==> src/design/glf_pkg.sv <==
// Shared types and constants for the Lax-Friedrichs flux splitting block.
package glf_pkg;

	localparam int DATA_W      = 32;
	localparam int GHOST_W     = 4;
	localparam int IDX_W       = 6;
	localparam int IN_TDATA_W  = 192;
	localparam int OUT_TDATA_W = 200;
	localparam int WIDE_W      = 64;

	localparam logic [GHOST_W-1:0] GHOST_RESET = 4'd2;

	localparam logic signed [WIDE_W-1:0] SAT_MAX_W = 64'sd2147483647;
	localparam logic signed [WIDE_W-1:0] SAT_MIN_W = -64'sd2147483648;

	// One stored cell: conserved variables, primitives and its wave speed.
	typedef struct packed {
		logic signed [DATA_W-1:0] rho;
		logic signed [DATA_W-1:0] mom;
		logic signed [DATA_W-1:0] ener;
		logic signed [DATA_W-1:0] vel;
		logic signed [DATA_W-1:0] pres;
		logic signed [DATA_W-1:0] ws;
	} cell_t;

	// Operations of the shared add and saturate unit.
	typedef enum logic [1:0] {
		ALU_ADD  = 2'd0,
		ALU_HALF = 2'd1,
		ALU_SUB  = 2'd2
	} alu_op_t;

	// Sign-extend a 32-bit value to the wide datapath.
	function automatic logic signed [WIDE_W-1:0] sx_wide(input logic signed [DATA_W-1:0] v);
		sx_wide = {{(WIDE_W-DATA_W){v[DATA_W-1]}}, v};
	endfunction

endpackage

==> src/design/glf_mul.sv <==
// Shared signed 32x32 multiplier with a registered product.
module glf_mul
	import glf_pkg::*;
(
	input  logic                     clk,
	input  logic                     en,
	input  logic signed [DATA_W-1:0] a,
	input  logic signed [DATA_W-1:0] b,
	output logic signed [WIDE_W-1:0] prod
);

	logic signed [WIDE_W-1:0] prod_q;

	// The product holds until the next issue.
	always_ff @(posedge clk) begin
		if (en) begin
			prod_q <= sx_wide(a) * sx_wide(b);
		end
	end

	assign prod = prod_q;

endmodule

==> config.mk <==
export PLATFORM = sky130hd
export DESIGN_NAME = glf_mul
export DESIGN_NICKNAME = d
export VERILOG_FILES = /design/src/design/glf_pkg.sv /design/src/design/glf_mul.sv
export SDC_FILE = /design/constraint.sdc
export NUM_CORES = 2
export LEC_CHECK = 0
export ABC_CLOCK_PERIOD_IN_PS = 14500
export BUFFER_PORTS_ARGS = -buffer_cell sky130_fd_sc_hd__buf_2
export CAP_MARGIN = 15
export CORE_UTILIZATION = 50
export DETAILED_ROUTE_END_ITERATION = 8
export PLACE_DENSITY = 0.66
export SLEW_MARGIN = 20
export SYNTH_ARGS = -nofsm -noshare
export SYNTH_HDL_FRONTEND = slang
export SYNTH_SLANG_ARGS = --single-unit
==> constraint.sdc <==
create_clock -name clk -period 14.5 [get_ports clk]
set_clock_uncertainty 0.2 [all_clocks]
set_input_delay 4.35 -clock clk [delete_from_list [all_inputs] [get_ports clk]]
set_output_delay 4.35 -clock clk [all_outputs]
set_load 0.02 [all_outputs]
==> impl_results.md <==
- Post-synthesis sequential area ratio: a little over 5%
- Largest net degree at the start of global routing: 65
- TritonCTS clock tree: built
- Area of the multi-input gates: 0.03163 mm^2
- Wire per inst: 20.03 um
- CTS max path bufs: 2
- CTS Buf Count: 9
- Asr flop ratio synth: 0%
- Nets: a little over 5000
- Final core utilization: a little over half
- H-tree depth: 3
- Critical Path Start Type: input port
- First-pass GRT wire length: 156200 um
- Cell variety after synth: 63
- Final Slew Violations: 0
- Initial Util: around half
- Final worst setup slack: 1713 ps
- DRT Wirelength: 96480 um
- I/O Buffers: 129
- Vias per cell: 5.295
- CORE AREA: roughly 0.075 mm^2
- Max_cap viols: 0
- Max reg flops: 64
- Mapped Cells: 3884
- Post-CTS setup buffers: 0
- Number of global-route vias before repair: 28700
- Clock root buffer: clkbuf_16
- Grt ovf: 0
- Die area: 0.07687 mm^2
- Max Clock Freq: roughly 78 MHz
- Clock Sinks: 64
- Hold Buf Count CTS: 0
- Seq cells post-synth: 64
- Initial antenna violation count: 5
- Yosys warnings: 0
- WP data required: around 14000 ps
- Outcome: complete, no violations
- Final Setup Violations: 0
- Setup CP Type: input port to register
- Number of synthesized flops with an enable pin: 64
- Final hold vios: 0
- Fin crit share: 88.18%
- Global Route Usage Sum: between 20% and 30%
- Crit Path Max Fanout: 32
- Resized Gates After CTS: 0
- GPL Wtd Cong: 0.9089
- Vias: between 20000 and 30000
- Hpwl dp: about 80000 um
- RSZ-0062 raised after global routing: false
- Initial DRC count: 1327
- Final instance area: 0.03942 mm^2
- Syn avg cell area: between 9 and 10 um^2
- Clock transition at the registers of the reported paths: 60 ps
- Area growth syn-to-layout: 4.063%
- Critical Path End Type: register
- Die W: 277.3 um
- Minimum clock period: between 10000 and 15000 ps
- Worst-margin pin slew: a little over 900 ps
- DIE HEIGHT: 277.3 um
- Reg area: 0.001922 mm^2
- Placed cell area: 0.03909 mm^2
- First drt pass iteration count: 5
- Fill cells: 6784
- Share of cells above drive strength 1: 4.736%
- Arrival time worst endpoint: 12670 ps
- Dpl ws: 1460 ps
- DRT antenna net count: 0
- DRC violations left: 0
- Synth Cell Area: 0.03788 mm^2
- Slew Limit Headroom: 38.67%
- I/O pin cnt: 130
- Row count: 100
- TNS Setup: 0 ps
- HP Class: input port to register
- Post-synth top flop: edfxtp_1
- Net Count, Synth: 5216
cells by family (layout without fill, tap and decap cells):
family	after synthesis	after routing	share of synthesized area [%]
adder cells (fa/ha/maj)	1266	1266	63.26
buffers and inverters	1152	1111	11.42
AND/OR/NAND/NOR	1134	1134	15.11
AO/OA/AOI/OAI	193	193	3.405
XOR/XNOR	75	75	1.734
flip-flops	64	64	5.073
other	0	4	0
through the flow:
stage / instances / hold slack, ps
detailed placement: 4796 / 4593
global placement: 4796 / 4594
floorplan: 3884 / 4263
CTS: 4812 / 4481
global route: 4815 / 4496
finish: 4816 / 4495
worst paths after layout:
| path | startpoint | end | depth (start not counted) |
|---|---|---|---|
| setup / recovery | b[2] | prod[62] | 23 |
| hold / removal | en | prod[57] | 2 |
layout by cell type (no fill, tap or decap), types with 4 or more instances in the layout:
cell / Yosys / routed
or3_1: 4 / 4
nand2b_1: 9 / 9
and3_1: 7 / 7
o31ai_1: 6 / 6
nor3_1: 6 / 6
xor2_1: 22 / 22
o21a_1: 4 / 4
nor2_1: 42 / 42
diode_2: 0 / 4
buf_4: 0 / 14
nand2_1: 511 / 511
xnor2_1: 53 / 53
ha_1: 184 / 184
fa_1: 1082 / 1082
a21oi_1: 68 / 68
a211oi_1: 4 / 4
nand4_1: 7 / 7
o21ai_0: 28 / 28
edfxtp_1: 64 / 64
a21o_1: 23 / 23
clkbuf_16: 0 / 9
buf_2: 3 / 129
and2_1: 516 / 516
o21bai_1: 15 / 15
nand3_1: 15 / 15
inv_1: 952 / 952
a31oi_1: 12 / 12
worst max-delay path, cell delays in order:
cell	delay, ps
buf_2	520
nand2_1	200
inv_1	170
fa_1	470
fa_1	490
fa_1	740
fa_1	920
inv_1	370
fa_1	590
inv_1	60
fa_1	530
inv_1	50
fa_1	470
inv_1	50
fa_1	450
ha_1	380
and3_1	210
nand2_1	70
or3_1	380
o211ai_1	540
a31oi_1	230
o31ai_1	280
xor2_1	110
cell type report:
| type | instances | area share (%) |
|---|---|---|
| Inverter | 952 | 9.065 |
| Clock buffer | 9 | 0.5713 |
| Timing Repair Buffer | 143 | 1.904 |
| Tap cell | 969 | 3.075 |
| Antenna cell | 4 | 0.02539 |
| Multi-Input combinational cell | 2668 | 80.24 |
| Clock inverter | 7 | 0.2412 |
| Sequential cell | 64 | 4.875 |
Yosys cell counts (2+ instances only):
master / number / area [um^2]
nor2b_1: 3 / 18.77
a21oi_1: 68 / 340.3
ha_1: 184 / 2302
a211oi_2: 3 / 37.54
fa_1: 1082 / 21660
o21bai_1: 15 / 112.6
edfxtp_1: 64 / 1922
a211oi_1: 4 / 30.03
or3_1: 4 / 25.02
nor2_1: 42 / 157.7
o22a_1: 2 / 17.52
and2_1: 516 / 3228
o31ai_1: 6 / 45.04
buf_1: 2 / 7.510
a31oi_1: 12 / 75.07
xnor2_1: 53 / 464.2
a21o_2: 2 / 17.52
o21a_1: 4 / 30.03
and3_1: 7 / 43.79
inv_1: 952 / 3573
nand3_1: 15 / 75.07
clkbuf_1: 195 / 732.0
nand2b_1: 9 / 56.30
and4_1: 3 / 26.28
xor2_1: 22 / 192.7
nand2_1: 511 / 1918
nor3_1: 6 / 30.03
o21ai_2: 2 / 17.52
nand4_1: 7 / 43.79
o21ai_0: 28 / 140.1
o211ai_1: 3 / 22.52
a21boi_0: 3 / 22.52
a21o_1: 23 / 172.7
buf_2: 3 / 15.01
per-layer routing:
| metal | vias up | global-route usage [%] | share of wire, % |
|---|---|---|---|
| met5 | - | 0 | 0.011 |
| met4 | 2 | 12.35 | 5.3 |
| met3 | 217 | 2.257 | 3.7 |
| met2 | 723 | 47.36 | 53 |
| met1 | 13550 | 32.04 | 38 |
| li1 | 11010 | - | - |
Power is left out: the tool's default activity adds up to more than one toggle a clock period on the data nets, which glitch-free logic cannot reach.
