===== src/design/glf_pkg.sv =====
// Shared types and constants for the Lax-Friedrichs flux splitting block.
package glf_pkg;

	localparam int DATA_W      = 32;
	localparam int GHOST_W     = 4;
	localparam int IDX_W       = 6;
	localparam int IN_TDATA_W  = 192;
	localparam int OUT_TDATA_W = 200;
	localparam int WIDE_W      = 64;

	localparam logic [GHOST_W-1:0] GHOST_RESET = 4'd2;

	localparam logic signed [WIDE_W-1:0] SAT_MAX_W = 64'sd2147483647;
	localparam logic signed [WIDE_W-1:0] SAT_MIN_W = -64'sd2147483648;

	// One stored cell: conserved variables, primitives and its wave speed.
	typedef struct packed {
		logic signed [DATA_W-1:0] rho;
		logic signed [DATA_W-1:0] mom;
		logic signed [DATA_W-1:0] ener;
		logic signed [DATA_W-1:0] vel;
		logic signed [DATA_W-1:0] pres;
		logic signed [DATA_W-1:0] ws;
	} cell_t;

	// Operations of the shared add and saturate unit.
	typedef enum logic [1:0] {
		ALU_ADD  = 2'd0,
		ALU_HALF = 2'd1,
		ALU_SUB  = 2'd2
	} alu_op_t;

	// Sign-extend a 32-bit value to the wide datapath.
	function automatic logic signed [WIDE_W-1:0] sx_wide(input logic signed [DATA_W-1:0] v);
		sx_wide = {{(WIDE_W-DATA_W){v[DATA_W-1]}}, v};
	endfunction

endpackage


===== src/design/glf_alu.sv =====
// Shared add, subtract and halve unit with saturation to 32 bits.
module glf_alu
	import glf_pkg::*;
(
	input  alu_op_t                  op,
	input  logic signed [WIDE_W-1:0] x,
	input  logic signed [WIDE_W-1:0] y,
	output logic signed [DATA_W-1:0] res
);

	logic signed [WIDE_W-1:0] sum;
	logic signed [WIDE_W-1:0] scaled;

	// Exact sum or difference, then an optional floor halving.
	always_comb begin
		case (op)
			ALU_SUB: sum = x - y;
			default: sum = x + y;
		endcase
		scaled = (op == ALU_HALF) ? (sum >>> 1) : sum;
	end

	// Clamp to the signed 32-bit range.
	always_comb begin
		if (scaled > SAT_MAX_W) begin
			res = SAT_MAX_W[DATA_W-1:0];
		end else if (scaled < SAT_MIN_W) begin
			res = SAT_MIN_W[DATA_W-1:0];
		end else begin
			res = scaled[DATA_W-1:0];
		end
	end

endmodule


===== config.mk =====
export PLATFORM = sky130hd
export DESIGN_NAME = glf_alu
export DESIGN_NICKNAME = d
export VERILOG_FILES = /design/src/design/glf_pkg.sv /design/src/design/glf_alu.sv
export SDC_FILE = /design/constraint.sdc
export NUM_CORES = 1
export LEC_CHECK = 0
export ABC_AREA = 0
export ABC_CLOCK_PERIOD_IN_PS = 10800
export BUFFER_PORTS_ARGS = -buffer_cell sky130_fd_sc_hd__buf_2
export CORE_ASPECT_RATIO = 1.25
export CORE_UTILIZATION = 31
export DETAILED_ROUTE_END_ITERATION = 12
export PLACE_DENSITY_LB_ADDON = 0.1
export SETUP_SLACK_MARGIN = 0.5
export SYNTH_ARGS = -nofsm -noshare
export SYNTH_HDL_FRONTEND = slang
export SYNTH_SLANG_ARGS = --single-unit
export TNS_END_PERCENT = 50

===== constraint.sdc =====
create_clock -name vclk -period 10.8
set_clock_uncertainty 0.15 [all_clocks]
set_input_delay 1.62 -clock vclk [all_inputs]
set_output_delay 1.62 -clock vclk [all_outputs]
set_load 0.01 [all_outputs]

==> results of run 1 <==
[cell usage after synthesis (6+ instances only)]
cell	n
or2_2	8
o21ai_2	11
o21ai_0	78
buf_4	6
and4_1	7
nand4_1	31
a21o_1	14
a21oi_1	127
nand3_1	21
o211ai_1	8
buf_2	15
and3_1	6
nor2_1	101
o21a_1	10
o31ai_1	14
nand2_1	106
nor2b_1	6
and2_1	8
xnor2_1	65
inv_1	21
xor2_1	49
o21ai_1	26
mux2i_1	29
a31oi_1	8
or3_1	16
nor3_1	35
ha_1	64
a211oi_1	8
o21bai_1	8
a21boi_0	6
clkbuf_1	33
nor4_1	13
nand2b_1	11
[final cells by class]
| cell class | instances | area [sq um] |
|---|---|---|
| Timing Repair Buffer | 180 | 983 |
| Fill cell | 2451 | 13600 |
| Tap cell | 279 | 349 |
| Inverter | 21 | 78.8 |
| Multi-Input combinational cell | 986 | 6650 |
[layer usage]
| layer | up-vias | track usage [%] | routed length (microns) | part of all wire [%] |
|---|---|---|---|---|
| met4 | 0 | 7.13 | 853 | 3.1 |
| met3 | 48 | 1.08 | 1040 | 3.7 |
| met2 | 272 | 44.9 | 14200 | 51 |
| met1 | 3875 | 28.1 | 11600 | 42 |
| li1 | 4238 | - | - | - |
| met5 | - | 0 | 0 | 0 |
[kinds of logic after synthesis]
group                      after synthesis  share of synthesized area (%)
AOI/OAI and AO/OA                      378                           35.0
xor gates and xnor gates               115                           14.7
adders and majority gates               65                           11.9
buffers and inverters                   79                           5.02
muxes                                   30                           4.37
and+or+nand+nor                        398                           29.0
[repair_timing]
item	4_1_cts	5_1_grt
buffers inserted	0	3
gates resized for setup	7	19
setup endpoints to repair	31	31
cloned	0	1
pin swaps	0	2
[power breakdown]
group	switching (mW)	total, mW	internal [mW]
logic	0.507	0.813	0.306
clock network	0	0	0
registers	0	0	0
total	0.507	0.813	0.306
[worst max-delay path: cells and delay by family]
kind	cells	cell delay, ns
simple gates	12	3.67
compound gates	10	1.97
buf+inv	3	0.49
fa+ha+maj	1	0.36
xor+xnor	1	0.17
[per-stage QoR]
stage | power, mW | utilization, % | hold slack (ns) | setup slack [ns] | instance area (sq um)
2_1_floorplan | 0.544 | - | 3.45 | 1.43 | 6900
3_3_place_gp | 0.782 | 36.5 | 3.72 | 0.170 | 7910
3_5_place_dp | 0.780 | 36.5 | 3.71 | 0.235 | 7910
4_1_cts | 0.787 | 36.6 | 3.72 | 0.513 | 7930
5_1_grt | 0.890 | 37.1 | 3.77 | 0.476 | 8060
6_report | 0.813 | 37.1 | 3.71 | 0.726 | 8060
[path summary, 6_finish.rpt]
| path | cells past startpoint | slack (ns) | endpoint |
|---|---|---|---|
| worst max-delay path | 27 | 0.73 | res[16] |
| worst min-delay path | 5 | 3.71 | res[1] |
==> impl_metrics.env, run 1 <==
export IMPL_status="completed"
export IMPL_syn_area_per_cell_sq_um=6.48
export IMPL_first_global_vias=8339
export IMPL_viasPerCell=5.75
export IMPL_p_leak_nw=3.33
export IMPL_max_cap_viol_count=0
export IMPL_yosys_warnings=0
export IMPL_io_pins=162
export IMPL_end_kind="output pin"
export IMPL_crit_start="y[18]"
export IMPL_fin_setup_tns_ns=0
export IMPL_arrival_ns=8.30
export IMPL_die_width_microns=135
export IMPL_regArea_sq_um=0
export IMPL_core_area_sq_um=21700
export IMPL_fp_dieH_microns=169
export IMPL_critical_path_max_fanout=31
export IMPL_first_iter_violations=449
export IMPL_slowest_stage="or4_1"
export IMPL_synth_area_leaders="ha_1, a21oi_1, xnor2_1"
export IMPL_critPathLaunchType="input port"
export IMPL_synth_top_area_share_pct=11.6
export IMPL_min_period_ns=10.07
export IMPL_routabilityCongestion=0.920
export IMPL_fmax_mhz=99.3
export IMPL_drc=0
export IMPL_routedWlPerCell_microns=18.9
export IMPL_dp_hpwl_microns=23700
export IMPL_netlist_area_sq_um=6900
export IMPL_grt_antenna_before_repair=0
export IMPL_fin_crit_sh_pct=93.3
export IMPL_rsz0062_at_grt="false"
export IMPL_n_clock_buffer=0
export IMPL_most_common_layout_cells="buf_2, a21oi_1, nand2_1"
export IMPL_initial_utilization_pct=31.8
export IMPL_cpPeakStageDelay_ns=0.56
export IMPL_dieArea_sq_um=22900
export IMPL_io_buffers=162
export IMPL_grt_overflow=0
export IMPL_postRouteWirelength_microns=27800
export IMPL_seq_cell_count=0
export IMPL_worst_pin_slew_ns=0.843
export IMPL_area_growth_pct=16.8
export IMPL_final_nets=1384
export IMPL_grt_use_total_pct=23.7
export IMPL_cts_hold_fix_buffers=0
export IMPL_hp_start="x[1]"
export IMPL_setup_viol=0
export IMPL_drtPass1Iterations=5
export IMPL_powerDensity_nw_per_um2=101
export IMPL_ys_seq_area_share_pct=0
export IMPL_hold_class="in2out"
export IMPL_finalHoldViolations=0
export IMPL_maxSlewViolCount=0
export IMPL_grt_pass1_wl_microns=43200
export IMPL_cp_required_ns=9.03
export IMPL_critical_path_class="in2out"
export IMPL_grt_max_degree=56
export IMPL_drive_gt1_share_pct=20.4
export IMPL_fin_cells=1466
export IMPL_numPlacedInstances=1462
export IMPL_yosys_area_top_type="ha_1"
export IMPL_synth_distinct_cells=86
export IMPL_layout_commonest_cell="buf_2"
export IMPL_vias=8433
export IMPL_antenna_left=0
export IMPL_syn_inst=1065
export IMPL_syn_nets=1260
export IMPL_vdd_drop_max_uv=63.6
export IMPL_rows=60
export IMPL_num_antenna_cells=0
export IMPL_relSlewSlack_pct=43.3
No activity file was read; power rests on OpenSTA's default activity.
==> inputs of run 2 (changes only) <==
--- a/config.mk
+++ b/config.mk
@@ -12,6 +12,7 @@
 export CORE_UTILIZATION = 31
 export DETAILED_ROUTE_END_ITERATION = 12
 export PLACE_DENSITY_LB_ADDON = 0.1
+export RECOVER_POWER = 25
 export SETUP_SLACK_MARGIN = 0.5
 export SYNTH_ARGS = -nofsm -noshare
 export SYNTH_HDL_FRONTEND = slang
==> run 2 against run 1 <==
Net effect:
- sequential cell count unchanged
- final area down 0.22%
- global-route usage unchanged
- clock-buffer cell count unchanged
- non-clock buffer count unchanged
- cell count unchanged
- setup slack worse by 0.11 ns
- sequential share of layout area unchanged
- largest cell class unchanged
==> impl_metrics.env, run 2 (synthesis gave the netlist of run 1 again) <==
export IMPL_vdd_drop_max_uv=63.5
export IMPL_vias=8443
export IMPL_first_iter_violations=457
export IMPL_num_antenna_cells=0
export IMPL_placed_cell_area_sq_um=7910
export IMPL_first_global_vias=8339
export IMPL_fp_dieH_microns=169
export IMPL_arrival_ns=8.41
export IMPL_postRouteWirelength_microns=27800
export IMPL_finalHoldViolations=0
export IMPL_hold_class="in2out"
export IMPL_cp_endpoint="res[14]"
export IMPL_grt_use_total_pct=23.7
export IMPL_status="completed"
export IMPL_area_growth_pct=16.6
export IMPL_grt_antenna_before_repair=0
export IMPL_fin_setup_tns_ns=0
export IMPL_core_area_sq_um=21700
export IMPL_drtPass1Iterations=5
export IMPL_fillers=2454
export IMPL_rsz0062_at_grt="false"
export IMPL_cpPeakStageDelay_ns=0.56
export IMPL_critical_path_class="in2out"
export IMPL_n_clock_buffer=0
export IMPL_seq_cell_count=0
export IMPL_setup_viol=0
export IMPL_min_period_ns=10.18
export IMPL_routedWlPerCell_microns=18.9
export IMPL_final_nets=1384
export IMPL_post_route_cell_area_sq_um=8040
export IMPL_grt_overflow=0
export IMPL_routabilityCongestion=0.920
export IMPL_drc=0
export IMPL_fin_util_pct=37.1
export IMPL_layout_commonest_cell="buf_2"
export IMPL_critPathLaunchType="input port"
export IMPL_fmax_mhz=98.2
export IMPL_cp_required_ns=9.03
export IMPL_most_common_layout_cells="buf_2, a21oi_1, nand2_1"
export IMPL_relSlewSlack_pct=43.3
export IMPL_dieArea_sq_um=22900
export IMPL_worst_pin_slew_ns=0.842
export IMPL_slowest_stage="or4_1"
export IMPL_regArea_sq_um=0
export IMPL_maxSlewViolCount=0
export IMPL_drive_gt1_share_pct=20.1
export IMPL_grt_pass1_wl_microns=43200
export IMPL_end_kind="output pin"
export IMPL_crit_start="y[18]"
export IMPL_io_buffers=162
export IMPL_die_width_microns=135
export IMPL_total_power_uw=811
export IMPL_io_pins=162
export IMPL_dp_hpwl_microns=23700
export IMPL_crit_path_frequent_cell="nand3_1"
export IMPL_antenna_left=0
export IMPL_initial_utilization_pct=31.8
export IMPL_grt_max_degree=56
export IMPL_p_leak_nw=3.33
export IMPL_powerDensity_nw_per_um2=101
export IMPL_viasPerCell=5.76
export IMPL_fin_crit_sh_pct=94.3
export IMPL_max_cap_viol_count=0
export IMPL_critical_path_max_fanout=15
export IMPL_rows=60
## run 2: where the power goes
group | internal (mW) | switching (mW) | total [mW]
Sequential | 0 | 0 | 0
Combinational | 0.305 | 0.506 | 0.811
Clock | 0 | 0 | 0
Total | 0.305 | 0.506 | 0.811
## run 2: worst min-delay path by stage
stage,from,to,depth (start not counted)
after floorplan,y[0],res[0],4
after global placement,x[1],res[1],5
after detailed placement,x[1],res[1],5
after CTS,x[1],res[1],5
after global routing,y[0],res[0],6
final,x[1],res[1],5
## run 2: routing by layer
metal,share of wire [%],global-route usage [%],vias to the layer above
li1,-,-,4239
met1,42,28.1,3887
met2,51,44.9,267
met3,3.8,1.08,50
met4,3.1,7.13,0
met5,0,0,-
## run 2: final cells by class
| class | instances | area [sq um] | area share (%) |
|---|---|---|---|
| Timing Repair Buffer | 180 | 983 | 12.2 |
| Multi-Input combinational cell | 986 | 6630 | 82.4 |
| Inverter | 21 | 78.8 | 0.980 |
| Tap cell | 279 | 349 | 4.34 |
## run 2: repair_timing
action / CTS / global route
gates resized for setup: 7 / 19
setup endpoints to repair: 31 / 31
hold endpoints to repair: 0 / 0
gates cloned: 0 / 1
hold buffers: 0 / 0
setup buffers: 0 / 3
pin swaps: 0 / 2
## run 2: per-stage QoR
step / cells / setup WS, ns / hold WS (ns)
5_1_grt: 1466 / 0.244 / 3.77
3_5_place_dp: 1462 / 0.235 / 3.71
4_1_cts: 1462 / 0.513 / 3.72
6_report: 1466 / 0.615 / 3.71
2_1_floorplan: 1065 / 1.43 / 3.45
3_3_place_gp: 1462 / 0.170 / 3.72
## run 2: critical path, delay by kind of cell
family | cells | cell delay, ns
AND/OR/NAND/NOR | 13 | 3.60
adder cells (fa/ha/maj) | 1 | 0.38
XOR/XNOR | 1 | 0.17
buffers and inverters | 4 | 0.63
AO/OA/AOI/OAI | 9 | 1.99
